## src/rtl/lpc_pkg.sv

```systemverilog
package lpc_pkg;

  localparam int unsigned SLOTS_DEFAULT = 16;

  localparam int unsigned REQ_W   = 2;
  localparam int unsigned PID_W   = 32;
  localparam int unsigned CMD_W   = 2;
  localparam int unsigned SLOT_W  = 4;
  localparam int unsigned CNT_W   = 32;
  localparam int unsigned HELD_W  = 5;
  localparam int unsigned CAP_W   = 5;

  localparam logic [CAP_W-1:0] CAP_RESET = 5'd16;

  localparam logic [REQ_W-1:0] REQ_GET   = 2'd0;
  localparam logic [REQ_W-1:0] REQ_NEW   = 2'd1;
  localparam logic [REQ_W-1:0] REQ_MARK  = 2'd2;
  localparam logic [REQ_W-1:0] REQ_FLUSH = 2'd3;

  localparam logic [CMD_W-1:0] CMD_ACK   = 2'd0;
  localparam logic [CMD_W-1:0] CMD_FETCH = 2'd1;
  localparam logic [CMD_W-1:0] CMD_WB    = 2'd2;

endpackage

```

## src/rtl/lpc_cfg_if.sv

```systemverilog
interface lpc_cfg_if;
  logic                        valid;
  logic                        ready;
  logic [lpc_pkg::CAP_W-1:0]   data;

  modport source (output valid, output data, input ready);
  modport sink   (input valid, input data, output ready);
endinterface

```

## src/rtl/lpc_req_if.sv

```systemverilog
interface lpc_req_if;
  logic                        valid;
  logic                        ready;
  logic [lpc_pkg::REQ_W-1:0]   req_type;
  logic [lpc_pkg::PID_W-1:0]   page_id;

  modport source (output valid, output req_type, output page_id, input ready);
  modport sink   (input valid, input req_type, input page_id, output ready);
endinterface

```

## src/rtl/lpc_rsp_if.sv

```systemverilog
interface lpc_rsp_if;
  logic                        valid;
  logic                        ready;
  logic [lpc_pkg::CMD_W-1:0]   cmd;
  logic [lpc_pkg::PID_W-1:0]   cmd_page_id;
  logic [lpc_pkg::SLOT_W-1:0]  slot;
  logic                        hit;
  logic [lpc_pkg::CNT_W-1:0]   hit_count;
  logic [lpc_pkg::CNT_W-1:0]   miss_count;
  logic [lpc_pkg::HELD_W-1:0]  held_count;
  logic                        last;

  modport source (output valid, output cmd, output cmd_page_id, output slot, output hit,
                  output hit_count, output miss_count, output held_count, output last,
                  input ready);
  modport sink   (input valid, input cmd, input cmd_page_id, input slot, input hit,
                  input hit_count, input miss_count, input held_count, input last,
                  output ready);
endinterface

```

## src/rtl/lru_page_cache_controller.sv

```systemverilog
// Fully associative page-tag cache with LRU replacement and dirty marks.
// req_i takes one request (get, new, mark dirty, flush) when valid and ready
// are high; ready is high only while the controller is idle. rsp_o delivers
// one or more result items per request (fetch, write-back or acknowledge),
// the final one flagged by last. cfg_i writes the capacity register; it is
// always ready and should be written only while idle.
// Get, new and mark requests scan the tag memory one slot per cycle, then
// decide, write back a dirty victim first if one is evicted, and load the
// final result. A request is taken only while idle, so a new one waits until
// the final item of the last one is loaded. A flush walks the slots one per
// cycle up to the highest dirty one, pausing on each dirty slot to load its
// write-back item, which the receiver can stall; when nothing is dirty it
// answers with a single acknowledge. The tag memory is read through one
// registered read port, one slot at a time.
// Results sit in an output register; while the receiver stalls, the
// controller holds that item and waits before loading the next one. A new
// request is taken as soon as the final item is loaded, even while it waits.
// Reset empties the cache, clears the hit and miss counters and sets the
// capacity to 16; tag memory contents are don't-care until written.
module lru_page_cache_controller #(
  parameter int unsigned SLOTS = lpc_pkg::SLOTS_DEFAULT
) (
  input  logic      clk_i,
  input  logic      rst_ni,
  lpc_cfg_if.sink   cfg_i,
  lpc_req_if.sink   req_i,
  lpc_rsp_if.source rsp_o
);
  import lpc_pkg::*;

  localparam int unsigned IW = (SLOTS > 1) ? $clog2(SLOTS) : 1;
  localparam int unsigned OW = $clog2(SLOTS + 1);
  localparam int unsigned EW = (OW > CAP_W) ? OW : CAP_W;
  localparam logic [IW-1:0] LAST_IDX = IW'(SLOTS - 1);
  localparam logic [IW-1:0] AGE_MAX  = IW'(SLOTS - 1);

  localparam logic [2:0] ST_IDLE   = 3'd0;
  localparam logic [2:0] ST_SCAN   = 3'd1;
  localparam logic [2:0] ST_DRAIN  = 3'd2;
  localparam logic [2:0] ST_DECIDE = 3'd3;
  localparam logic [2:0] ST_WB     = 3'd4;
  localparam logic [2:0] ST_FIN    = 3'd5;
  localparam logic [2:0] ST_FLUSH  = 3'd6;
  localparam logic [2:0] ST_FWB    = 3'd7;

  logic [2:0]       state_q;
  logic [CAP_W-1:0] cap_q;
  logic [REQ_W-1:0] req_q;
  logic [PID_W-1:0] pid_q;
  logic [IW-1:0]    idx_q;
  logic             cmp_en_q;
  logic [IW-1:0]    cmp_idx_q;

  logic             valid_q [SLOTS];
  logic             dirty_q [SLOTS];
  logic [IW-1:0]    age_q   [SLOTS];

  logic [CNT_W-1:0] hits_q;
  logic [CNT_W-1:0] misses_q;
  logic [OW-1:0]    occ_q;

  logic             match_found_q;
  logic [IW-1:0]    match_idx_q;
  logic             vic_found_q;
  logic [IW-1:0]    vic_idx_q;
  logic [IW-1:0]    vic_age_q;
  logic [PID_W-1:0] vic_tag_q;
  logic             free_found_q;
  logic [IW-1:0]    free_idx_q;

  logic [CMD_W-1:0] fin_cmd_q;
  logic [PID_W-1:0] fin_pid_q;
  logic [IW-1:0]    fin_slot_q;
  logic             fin_hit_q;

  logic [PID_W-1:0] tag_mem [SLOTS];
  logic [PID_W-1:0] rdata_q;

  logic              out_valid_q;
  logic [CMD_W-1:0]  out_cmd_q;
  logic [PID_W-1:0]  out_pid_q;
  logic [SLOT_W-1:0] out_slot_q;
  logic              out_hit_q;
  logic [CNT_W-1:0]  out_hits_q;
  logic [CNT_W-1:0]  out_misses_q;
  logic [HELD_W-1:0] out_held_q;
  logic              out_last_q;

  function automatic logic [SLOT_W-1:0] slot_field(input logic [IW-1:0] idx);
    logic [IW+SLOT_W-1:0] t;
    t = {{SLOT_W{1'b0}}, idx};
    return t[SLOT_W-1:0];
  endfunction

  function automatic logic [HELD_W-1:0] held_field(input logic [OW-1:0] occ);
    logic [OW+HELD_W-1:0] t;
    t = {{HELD_W{1'b0}}, occ};
    return t[HELD_W-1:0];
  endfunction

  // Decision logic, evaluated from the scan results
  logic          any_dirty;
  logic          out_free;
  logic [EW-1:0] cap_ext;
  logic [EW-1:0] cap_eff;
  logic          full;
  logic          is_ins;
  logic          do_evict;
  logic          placed_new;
  logic [IW-1:0] place_idx;
  logic          need_wb;
  logic          cmp_v;

  always_comb begin
    any_dirty = 1'b0;
    for (int i = 0; i < SLOTS; i++) begin
      any_dirty = any_dirty | (valid_q[i] & dirty_q[i]);
    end
  end

  assign out_free = !out_valid_q || rsp_o.ready;

  always_comb begin
    cap_ext = EW'(cap_q);
    if (cap_q == '0) begin
      cap_eff = EW'(1);
    end else if (cap_ext > EW'(SLOTS)) begin
      cap_eff = EW'(SLOTS);
    end else begin
      cap_eff = cap_ext;
    end
    full       = EW'(occ_q) >= cap_eff;
    is_ins     = ((req_q == REQ_GET) || (req_q == REQ_NEW)) && !match_found_q;
    do_evict   = is_ins && full && vic_found_q;
    placed_new = free_found_q || do_evict;
    // Lowest free slot once the victim has gone
    if (do_evict && (!free_found_q || (vic_idx_q < free_idx_q))) begin
      place_idx = vic_idx_q;
    end else if (free_found_q) begin
      place_idx = free_idx_q;
    end else begin
      place_idx = '0;
    end
    need_wb = do_evict && dirty_q[vic_idx_q];
    cmp_v   = valid_q[cmp_idx_q];
  end

  // Tag memory: one write in the decide step, one registered read a cycle while scanning or flushing
  always_ff @(posedge clk_i) begin
    if (state_q == ST_DECIDE && is_ins) begin
      tag_mem[place_idx] <= pid_q;
    end
    if (state_q == ST_SCAN || state_q == ST_FLUSH) begin
      rdata_q <= tag_mem[idx_q];
    end
  end

  assign req_i.ready = (state_q == ST_IDLE);
  assign cfg_i.ready = 1'b1;

  always_ff @(posedge clk_i or negedge rst_ni) begin
    if (!rst_ni) begin
      state_q       <= ST_IDLE;
      cap_q         <= CAP_RESET;
      req_q         <= REQ_GET;
      pid_q         <= '0;
      idx_q         <= '0;
      cmp_en_q      <= 1'b0;
      cmp_idx_q     <= '0;
      hits_q        <= '0;
      misses_q      <= '0;
      occ_q         <= '0;
      match_found_q <= 1'b0;
      match_idx_q   <= '0;
      vic_found_q   <= 1'b0;
      vic_idx_q     <= '0;
      vic_age_q     <= '0;
      vic_tag_q     <= '0;
      free_found_q  <= 1'b0;
      free_idx_q    <= '0;
      fin_cmd_q     <= CMD_ACK;
      fin_pid_q     <= '0;
      fin_slot_q    <= '0;
      fin_hit_q     <= 1'b0;
      out_valid_q   <= 1'b0;
      out_cmd_q     <= CMD_ACK;
      out_pid_q     <= '0;
      out_slot_q    <= '0;
      out_hit_q     <= 1'b0;
      out_hits_q    <= '0;
      out_misses_q  <= '0;
      out_held_q    <= '0;
      out_last_q    <= 1'b0;
      for (int i = 0; i < SLOTS; i++) begin
        valid_q[i] <= 1'b0;
        dirty_q[i] <= 1'b0;
        age_q[i]   <= '0;
      end
    end else begin
      if (cfg_i.valid) begin
        cap_q <= cfg_i.data;
      end

      if (rsp_o.ready) begin
        out_valid_q <= 1'b0;
      end

      cmp_en_q <= (state_q == ST_SCAN);

      // Compare stage: one tag per cycle vs the request; also finds the oldest and first free slot
      if (cmp_en_q) begin
        if (cmp_v && (rdata_q == pid_q) && !match_found_q) begin
          match_found_q <= 1'b1;
          match_idx_q   <= cmp_idx_q;
        end
        if (cmp_v && (!vic_found_q || (age_q[cmp_idx_q] > vic_age_q))) begin
          vic_found_q <= 1'b1;
          vic_idx_q   <= cmp_idx_q;
          vic_age_q   <= age_q[cmp_idx_q];
          vic_tag_q   <= rdata_q;
        end
        if (!cmp_v && !free_found_q) begin
          free_found_q <= 1'b1;
          free_idx_q   <= cmp_idx_q;
        end
      end

      unique case (state_q)
        ST_IDLE: begin
          if (req_i.valid) begin
            req_q         <= req_i.req_type;
            pid_q         <= req_i.page_id;
            idx_q         <= '0;
            match_found_q <= 1'b0;
            vic_found_q   <= 1'b0;
            free_found_q  <= 1'b0;
            if (req_i.req_type == REQ_FLUSH) begin
              if (any_dirty) begin
                state_q <= ST_FLUSH;
              end else begin
                fin_cmd_q  <= CMD_ACK;
                fin_pid_q  <= '0;
                fin_slot_q <= '0;
                fin_hit_q  <= 1'b0;
                state_q    <= ST_FIN;
              end
            end else begin
              state_q <= ST_SCAN;
            end
          end
        end

        ST_SCAN: begin
          cmp_idx_q <= idx_q;
          if (idx_q == LAST_IDX) begin
            state_q <= ST_DRAIN;
          end else begin
            idx_q <= idx_q + 1'b1;
          end
        end

        ST_DRAIN: begin
          state_q <= ST_DECIDE;
        end

        ST_DECIDE: begin
          fin_pid_q <= pid_q;
          if (is_ins) begin
            for (int i = 0; i < SLOTS; i++) begin
              if (IW'(i) == place_idx) begin
                valid_q[i] <= 1'b1;
                dirty_q[i] <= (req_q == REQ_NEW);
                age_q[i]   <= '0;
              end else if (do_evict && (IW'(i) == vic_idx_q)) begin
                valid_q[i] <= 1'b0;
                dirty_q[i] <= 1'b0;
                age_q[i]   <= '0;
              end else if (valid_q[i] && (age_q[i] < AGE_MAX)) begin
                age_q[i] <= age_q[i] + 1'b1;
              end
            end
            occ_q <= occ_q - OW'(do_evict) + OW'(placed_new);
          end else if (match_found_q && (req_q != REQ_MARK)) begin
            // Touch: younger slots age by one, the hit slot becomes newest
            for (int i = 0; i < SLOTS; i++) begin
              if (IW'(i) == match_idx_q) begin
                age_q[i] <= '0;
              end else if (valid_q[i] && (age_q[i] < age_q[match_idx_q])) begin
                age_q[i] <= age_q[i] + 1'b1;
              end
            end
          end
          if (match_found_q && ((req_q == REQ_NEW) || (req_q == REQ_MARK))) begin
            dirty_q[match_idx_q] <= 1'b1;
          end

          unique case (req_q)
            REQ_GET: begin
              if (match_found_q) begin
                if (hits_q != '1) hits_q <= hits_q + 1'b1;
                fin_cmd_q  <= CMD_ACK;
                fin_slot_q <= match_idx_q;
                fin_hit_q  <= 1'b1;
              end else begin
                if (misses_q != '1) misses_q <= misses_q + 1'b1;
                fin_cmd_q  <= CMD_FETCH;
                fin_slot_q <= place_idx;
                fin_hit_q  <= 1'b0;
              end
            end
            REQ_NEW: begin
              fin_cmd_q  <= CMD_ACK;
              fin_slot_q <= match_found_q ? match_idx_q : place_idx;
              fin_hit_q  <= match_found_q;
            end
            REQ_MARK: begin
              fin_cmd_q  <= CMD_ACK;
              fin_slot_q <= match_found_q ? match_idx_q : '0;
              fin_hit_q  <= match_found_q;
            end
            REQ_FLUSH: begin
              fin_cmd_q  <= CMD_ACK;
              fin_slot_q <= '0;
              fin_hit_q  <= 1'b0;
            end
            default: begin
              fin_cmd_q <= CMD_ACK;
            end
          endcase
          state_q <= need_wb ? ST_WB : ST_FIN;
        end

        ST_WB: begin
          if (out_free) begin
            out_valid_q  <= 1'b1;
            out_cmd_q    <= CMD_WB;
            out_pid_q    <= vic_tag_q;
            out_slot_q   <= slot_field(vic_idx_q);
            out_hit_q    <= 1'b0;
            out_hits_q   <= hits_q;
            out_misses_q <= misses_q;
            out_held_q   <= held_field(occ_q);
            out_last_q   <= 1'b0;
            state_q      <= ST_FIN;
          end
        end

        ST_FIN: begin
          if (out_free) begin
            out_valid_q  <= 1'b1;
            out_cmd_q    <= fin_cmd_q;
            out_pid_q    <= fin_pid_q;
            out_slot_q   <= slot_field(fin_slot_q);
            out_hit_q    <= fin_hit_q;
            out_hits_q   <= hits_q;
            out_misses_q <= misses_q;
            out_held_q   <= held_field(occ_q);
            out_last_q   <= 1'b1;
            state_q      <= ST_IDLE;
          end
        end

        ST_FLUSH: begin
          // Stop on the next dirty slot; its tag is read this cycle
          if (valid_q[idx_q] && dirty_q[idx_q]) begin
            dirty_q[idx_q] <= 1'b0;
            state_q        <= ST_FWB;
          end else begin
            idx_q <= idx_q + 1'b1;
          end
        end

        ST_FWB: begin
          if (out_free) begin
            out_valid_q  <= 1'b1;
            out_cmd_q    <= CMD_WB;
            out_pid_q    <= rdata_q;
            out_slot_q   <= slot_field(idx_q);
            out_hit_q    <= 1'b0;
            out_hits_q   <= hits_q;
            out_misses_q <= misses_q;
            out_held_q   <= held_field(occ_q);
            // Lower slots are clean already, so any remaining dirty slot lies above
            out_last_q   <= !any_dirty;
            if (any_dirty) begin
              idx_q   <= idx_q + 1'b1;
              state_q <= ST_FLUSH;
            end else begin
              state_q <= ST_IDLE;
            end
          end
        end

        default: begin
          state_q <= ST_IDLE;
        end
      endcase
    end
  end

  assign rsp_o.valid       = out_valid_q;
  assign rsp_o.cmd         = out_cmd_q;
  assign rsp_o.cmd_page_id = out_pid_q;
  assign rsp_o.slot        = out_slot_q;
  assign rsp_o.hit         = out_hit_q;
  assign rsp_o.hit_count   = out_hits_q;
  assign rsp_o.miss_count  = out_misses_q;
  assign rsp_o.held_count  = out_held_q;
  assign rsp_o.last        = out_last_q;

  logic [SLOTS-1:0] valid_vec;
  logic [SLOTS-1:0] stray_dirty_vec;

  always_comb begin
    for (int i = 0; i < SLOTS; i++) begin
      valid_vec[i]       = valid_q[i];
      stray_dirty_vec[i] = dirty_q[i] & ~valid_q[i];
    end
  end

  occ_matches_valid_a: assert property (@(posedge clk_i) disable iff (!rst_ni)
    $countones(valid_vec) == int'(occ_q))
    else $error("occupancy does not match the number of valid slots");

  no_dirty_invalid_a: assert property (@(posedge clk_i) disable iff (!rst_ni)
    stray_dirty_vec == '0)
    else $error("dirty mark on an empty slot");

  hits_monotonic_a: assert property (@(posedge clk_i) disable iff (!rst_ni)
    1'b1 |=> hits_q >= $past(hits_q))
    else $error("hit counter decreased");

  busy_after_accept_a: assert property (@(posedge clk_i) disable iff (!rst_ni)
    (req_i.valid && req_i.ready) |=> !req_i.ready)
    else $error("request accepted while a request was in flight");

endmodule
```

## src/flat_wrapper.sv

```systemverilog
// flat-port wrapper written by rule: the top's interface ports become plain ports
module lru_page_cache_controller_flat import lpc_pkg::*;
#(
  parameter int unsigned SLOTS = lpc_pkg::SLOTS_DEFAULT
)
  (clk_i, rst_ni, cfg_i_valid, cfg_i_data, cfg_i_ready, req_i_valid, req_i_req_type, req_i_page_id, req_i_ready, rsp_o_valid, rsp_o_cmd, rsp_o_cmd_page_id, rsp_o_slot, rsp_o_hit, rsp_o_hit_count, rsp_o_miss_count, rsp_o_held_count, rsp_o_last, rsp_o_ready);
  lpc_cfg_if cfg_i_i ();
  lpc_req_if req_i_i ();
  lpc_rsp_if rsp_o_i ();
  input  logic clk_i;
  input  logic rst_ni;
  input wire logic [$bits(cfg_i_i.valid)-1:0] cfg_i_valid;
  input wire logic [$bits(cfg_i_i.data)-1:0] cfg_i_data;
  output wire logic [$bits(cfg_i_i.ready)-1:0] cfg_i_ready;
  input wire logic [$bits(req_i_i.valid)-1:0] req_i_valid;
  input wire logic [$bits(req_i_i.req_type)-1:0] req_i_req_type;
  input wire logic [$bits(req_i_i.page_id)-1:0] req_i_page_id;
  output wire logic [$bits(req_i_i.ready)-1:0] req_i_ready;
  output wire logic [$bits(rsp_o_i.valid)-1:0] rsp_o_valid;
  output wire logic [$bits(rsp_o_i.cmd)-1:0] rsp_o_cmd;
  output wire logic [$bits(rsp_o_i.cmd_page_id)-1:0] rsp_o_cmd_page_id;
  output wire logic [$bits(rsp_o_i.slot)-1:0] rsp_o_slot;
  output wire logic [$bits(rsp_o_i.hit)-1:0] rsp_o_hit;
  output wire logic [$bits(rsp_o_i.hit_count)-1:0] rsp_o_hit_count;
  output wire logic [$bits(rsp_o_i.miss_count)-1:0] rsp_o_miss_count;
  output wire logic [$bits(rsp_o_i.held_count)-1:0] rsp_o_held_count;
  output wire logic [$bits(rsp_o_i.last)-1:0] rsp_o_last;
  input wire logic [$bits(rsp_o_i.ready)-1:0] rsp_o_ready;
  assign cfg_i_i.valid = cfg_i_valid;
  assign cfg_i_i.data = cfg_i_data;
  assign cfg_i_ready = cfg_i_i.ready;
  assign req_i_i.valid = req_i_valid;
  assign req_i_i.req_type = req_i_req_type;
  assign req_i_i.page_id = req_i_page_id;
  assign req_i_ready = req_i_i.ready;
  assign rsp_o_valid = rsp_o_i.valid;
  assign rsp_o_cmd = rsp_o_i.cmd;
  assign rsp_o_cmd_page_id = rsp_o_i.cmd_page_id;
  assign rsp_o_slot = rsp_o_i.slot;
  assign rsp_o_hit = rsp_o_i.hit;
  assign rsp_o_hit_count = rsp_o_i.hit_count;
  assign rsp_o_miss_count = rsp_o_i.miss_count;
  assign rsp_o_held_count = rsp_o_i.held_count;
  assign rsp_o_last = rsp_o_i.last;
  assign rsp_o_i.ready = rsp_o_ready;
  lru_page_cache_controller #(.SLOTS(SLOTS)) u_core (.clk_i(clk_i), .rst_ni(rst_ni), .cfg_i(cfg_i_i), .req_i(req_i_i), .rsp_o(rsp_o_i));
endmodule
```

## config.mk

```make
export PLATFORM = sky130hd
export DESIGN_NAME = lru_page_cache_controller_flat
export DESIGN_NICKNAME = d
export VERILOG_FILES = /design/src/rtl/lpc_pkg.sv /design/src/rtl/lpc_cfg_if.sv /design/src/rtl/lpc_req_if.sv /design/src/rtl/lpc_rsp_if.sv /design/src/rtl/lru_page_cache_controller.sv /design/src/flat_wrapper.sv
export SDC_FILE = /design/constraint.sdc
export NUM_CORES = 2
export LEC_CHECK = 0
export ABC_CLOCK_PERIOD_IN_PS = 3840
export BUFFER_PORTS_ARGS = -buffer_cell sky130_fd_sc_hd__buf_2
export CAP_MARGIN = 10
export CORE_MARGIN = 1.5
export CORE_UTILIZATION = 56
export CTS_CLUSTER_DIAMETER = 60
export DETAILED_ROUTE_END_ITERATION = 6
export HOLD_SLACK_MARGIN = 0.08
export PLACE_DENSITY = 0.85
export SYNTH_ARGS = -nofsm -noshare
export SYNTH_HDL_FRONTEND = slang
export SYNTH_SLANG_ARGS = --single-unit
```

## constraint.sdc

```tcl
create_clock -name clk_i -period 3.84 [get_ports clk_i]
set_input_delay 0 -clock clk_i [delete_from_list [all_inputs] [get_ports clk_i]]
set_output_delay 0 -clock clk_i [all_outputs]
set_load 0.005 [all_outputs]
```

==> run summary <==
clk_skew: 0.0388 ns
Top Ports: 156
Worst Tran Pin Value: 1.25 ns
Core Region: 77200 um2
cell area after synthesis: 43600 um2
register area: 26700 um2
total CTS buffers: 98
Filler cells: 5120
routed wire length: 131000 um
# rows: 102
CTS max path bufs: 3
vias per cell: 6.81
Hold Path Class: in2async
Port Buffers: 154
largest cells by area after synthesis: edfxtp_1, dfrtp_1, mux4_2, mux2_2, ha_1
Max Cap Viol: 0
Final period util: 96.1%
sequential area share after synthesis: 61.3%
Initial Util: 56.4%
synthesis-stage register bit count: 959
initial antenna violation count: 9
first-pass GRT wire length: 194000 um
GRT Util Overall: 33.4%
Mapped Cells: 3003
TritonCTS Sinks: 959
cell area after layout: 50200 um2
Post-DP HPWL: 77600 um
number of flops mapped to enable cells by yosys: 544
DIE WIDTH: 282 um
area leader, netlist: edfxtp_1
nets: 3424
Slew HR: 16.1%
CTS tree: yes
H-tree Lvls: 3
Routed Antenna Nets: 0
WP data required: 4.40 ns
Avg WL per Cell: 29.8 um
synth-to-layout area growth: 15.3%
Tmin final: 3.69 ns
share of cells above drive strength 1: 24.1%
global placer's final weighted congestion: 1.01
maximum clock rate: 0.271 GHz
critical path arrival: 4.25 ns
Hold Fails Final Rpt: 0
Slew Viols, Final: 0
gr ovfl total: 0
worst setup path category: reg2reg
Via Count: 30032
average cell area after synthesis: 14.5 um2
area of the multi-input gates: 16200 um2
Placed Instance Area: 46400 um2
count of final setup violators: 0
DRT iter0 DRCs: 4103
type of origin of the critical path: flip-flop
router iterations before antenna repair: 7
predominant post-synthesis flop cell: edfxtp_1
worst-skew pair later-pin latency: 0.69 ns
Yosys warnings: 0
die footprint: 79500 um2
worst r2r path cells: 13
Max VDD drop: 596 uV
Root Driver: clkbuf_16
largest net degree at the start of global routing: 133
static leakage: 19.3 nW
post-synthesis async set-or-reset flop share: 43.3%
Synth cell types: 94
Crit Path Max Fanout: 20
vias in the first global route: 29894
Syn Nets: 3142
die extent in y: 282 um
Crit. End Element: flip-flop
DRC: 10
failing checks: design-rule violations
post-synth top area share: 37.5%
setup TNS: 0 ns
total power per unit cell area: 747 nW/um2
clock transition at the registers of the reported paths: 0.07 ns
status: finished, violations left
unrepaired setup endpoints after global routing: false
[routing by layer]
layer | wire length (um) | track usage [%]
met3 | 16100 | 9.29
met5 | 68 | 0
met4 | 8330 | 17.6
met2 | 61200 | 52.5
met1 | 45700 | 42.4
[flip-flops by register name, summed over array words and instances, names as in the netlist, 5 cells and up]
name / cells
u_core.age_q: 64
u_core.cap_ext: 5
u_core.dirty_q: 16
u_core.fin_pid_q: 32
u_core.hits_q: 32
u_core.misses_q: 32
u_core.occ_q: 5
u_core.pid_q: 32
u_core.rdata_q: 32
u_core.rsp_o.cmd_page_id: 32
u_core.rsp_o.held_count: 5
u_core.rsp_o.hit_count: 32
u_core.rsp_o.miss_count: 32
u_core.tag_mem: 512
u_core.valid_q: 16
u_core.vic_tag_q: 32
[what timing repair did]
item,in CTS,in global routing
setup buffers,0,3
endpoints found under the hold margin,415,0
gates resized for setup,0,1
hold buffers,56,0
setup endpoints to repair,0,4
[kinds of logic after synthesis]
group | count (synthesis) | share of synthesized area, %
buf+inv | 215 | 1.97
simple gates | 680 | 7.45
mux | 428 | 16.4
compound gates | 524 | 8.05
fa+ha+maj | 95 | 2.75
xor+xnor | 101 | 2.03
other cells | 1 | 0.00861
flops | 959 | 61.3
[final timing paths]
| kind | from | endpoint | slack (ns) |
|---|---|---|---|
| hold reg to reg | u_core.vic_tag_q[18] | u_core.vic_tag_q[18] | 0.48 |
| setup / recovery | u_core.match_idx_q[0] | u_core.age_q[2] | 0.15 |
| min in group clk_i | req_i_page_id[14] | u_core.pid_q[14] | 0.09 |
| max in group asynchronous | rst_ni | u_core.cap_ext[4] | 3.31 |
| hold / removal | rst_ni | u_core.vic_tag_q[1] | 0.08 |
| setup reg to reg | u_core.match_idx_q[0] | u_core.age_q[2] | 0.15 |
[synth_stat cells (25+ instances only)]
library cell and n:
xor2_1 58, a22o_1 44, o21ai_0 193, nand2b_1 35
nor3_1 36, mux4_2 213, inv_1 69, nand3_1 105
nand4_1 26, xnor2_1 43, o211ai_1 27, mux2i_1 54
ha_1 94, mux2_1 43, nor2_1 109, mux2_2 118
dfrtp_1 414, edfxtp_1 544, nand2_1 256, clkbuf_1 93
a21oi_1 57, buf_1 25
[report_power, final]
| group | leakage [nW] | internal [mW] | switching (mW) |
|---|---|---|---|
| clock network | 1.53 | 5.19 | 4.22 |
| logic | 7.40 | 4.86 | 7.64 |
| registers | 10.4 | 13.3 | 2.27 |
[through the flow]
stage	cells	hold WS, ns	setup WS [ns]	power (mW)	utilization, %
floorplan	3003	-0.296	0.000289	22.6	-
global placement	4166	0.0916	0.231	26.8	60.1
detailed placement	4166	0.0957	0.175	27.3	60.1
CTS	4406	0.0817	0.164	37.1	65.0
global route	4409	0.0998	0.00799	38.8	65.0
finish	4413	0.0835	0.151	37.5	65.0
[critical path, cell delays in order, from the launching register on]
cell and delay, ns:
dfrtp_1 0.39, buf_12 0.20, mux4_2 0.55, mux4_2 0.51, clkinvlp_4 0.19, buf_4 0.21
ha_1 0.25, a21oi_1 0.20, nand3b_1 0.12, a31oi_1 0.23, a21oi_1 0.10, a41o_1 0.29
o21bai_1 0.16, a22o_1 0.17
[placed cells by master, fill, tap and decap left out, drive strengths merged, types with 12 or more instances in the layout]
cell / synthesis / routed
dlygate4sd3: 0 / 55
xor2: 58 / 58
inv: 71 / 76
nor3: 37 / 37
and3: 15 / 15
ha: 94 / 94
mux2: 161 / 161
nand3: 105 / 105
a21oi: 57 / 57
mux2i: 54 / 54
o21ai: 200 / 200
nand2: 256 / 256
nor4: 18 / 18
a22o: 44 / 44
clkinv: 0 / 33
nor2b: 22 / 22
o21a: 19 / 19
mux4: 213 / 213
nand4: 26 / 26
a211oi: 23 / 23
xnor2: 43 / 43
a21o: 21 / 21
a31oi: 17 / 17
clkbuf: 93 / 135
a22oi: 12 / 12
edfxtp: 544 / 544
nand2b: 35 / 35
dfrtp: 414 / 414
o211ai: 29 / 29
nor2: 109 / 109
buf: 51 / 271
[layout make-up]
type	count	area share, %
tap	1040	2.59
clock buffer	135	5.36
timing repair buffer	326	5.09
multi-input combinational	1829	32.2
antenna	4	0.0199
sequential	959	53.2
inverter	71	0.538
clock inverter	49	0.984
Note: power is estimated with default switching activity, not from simulation.
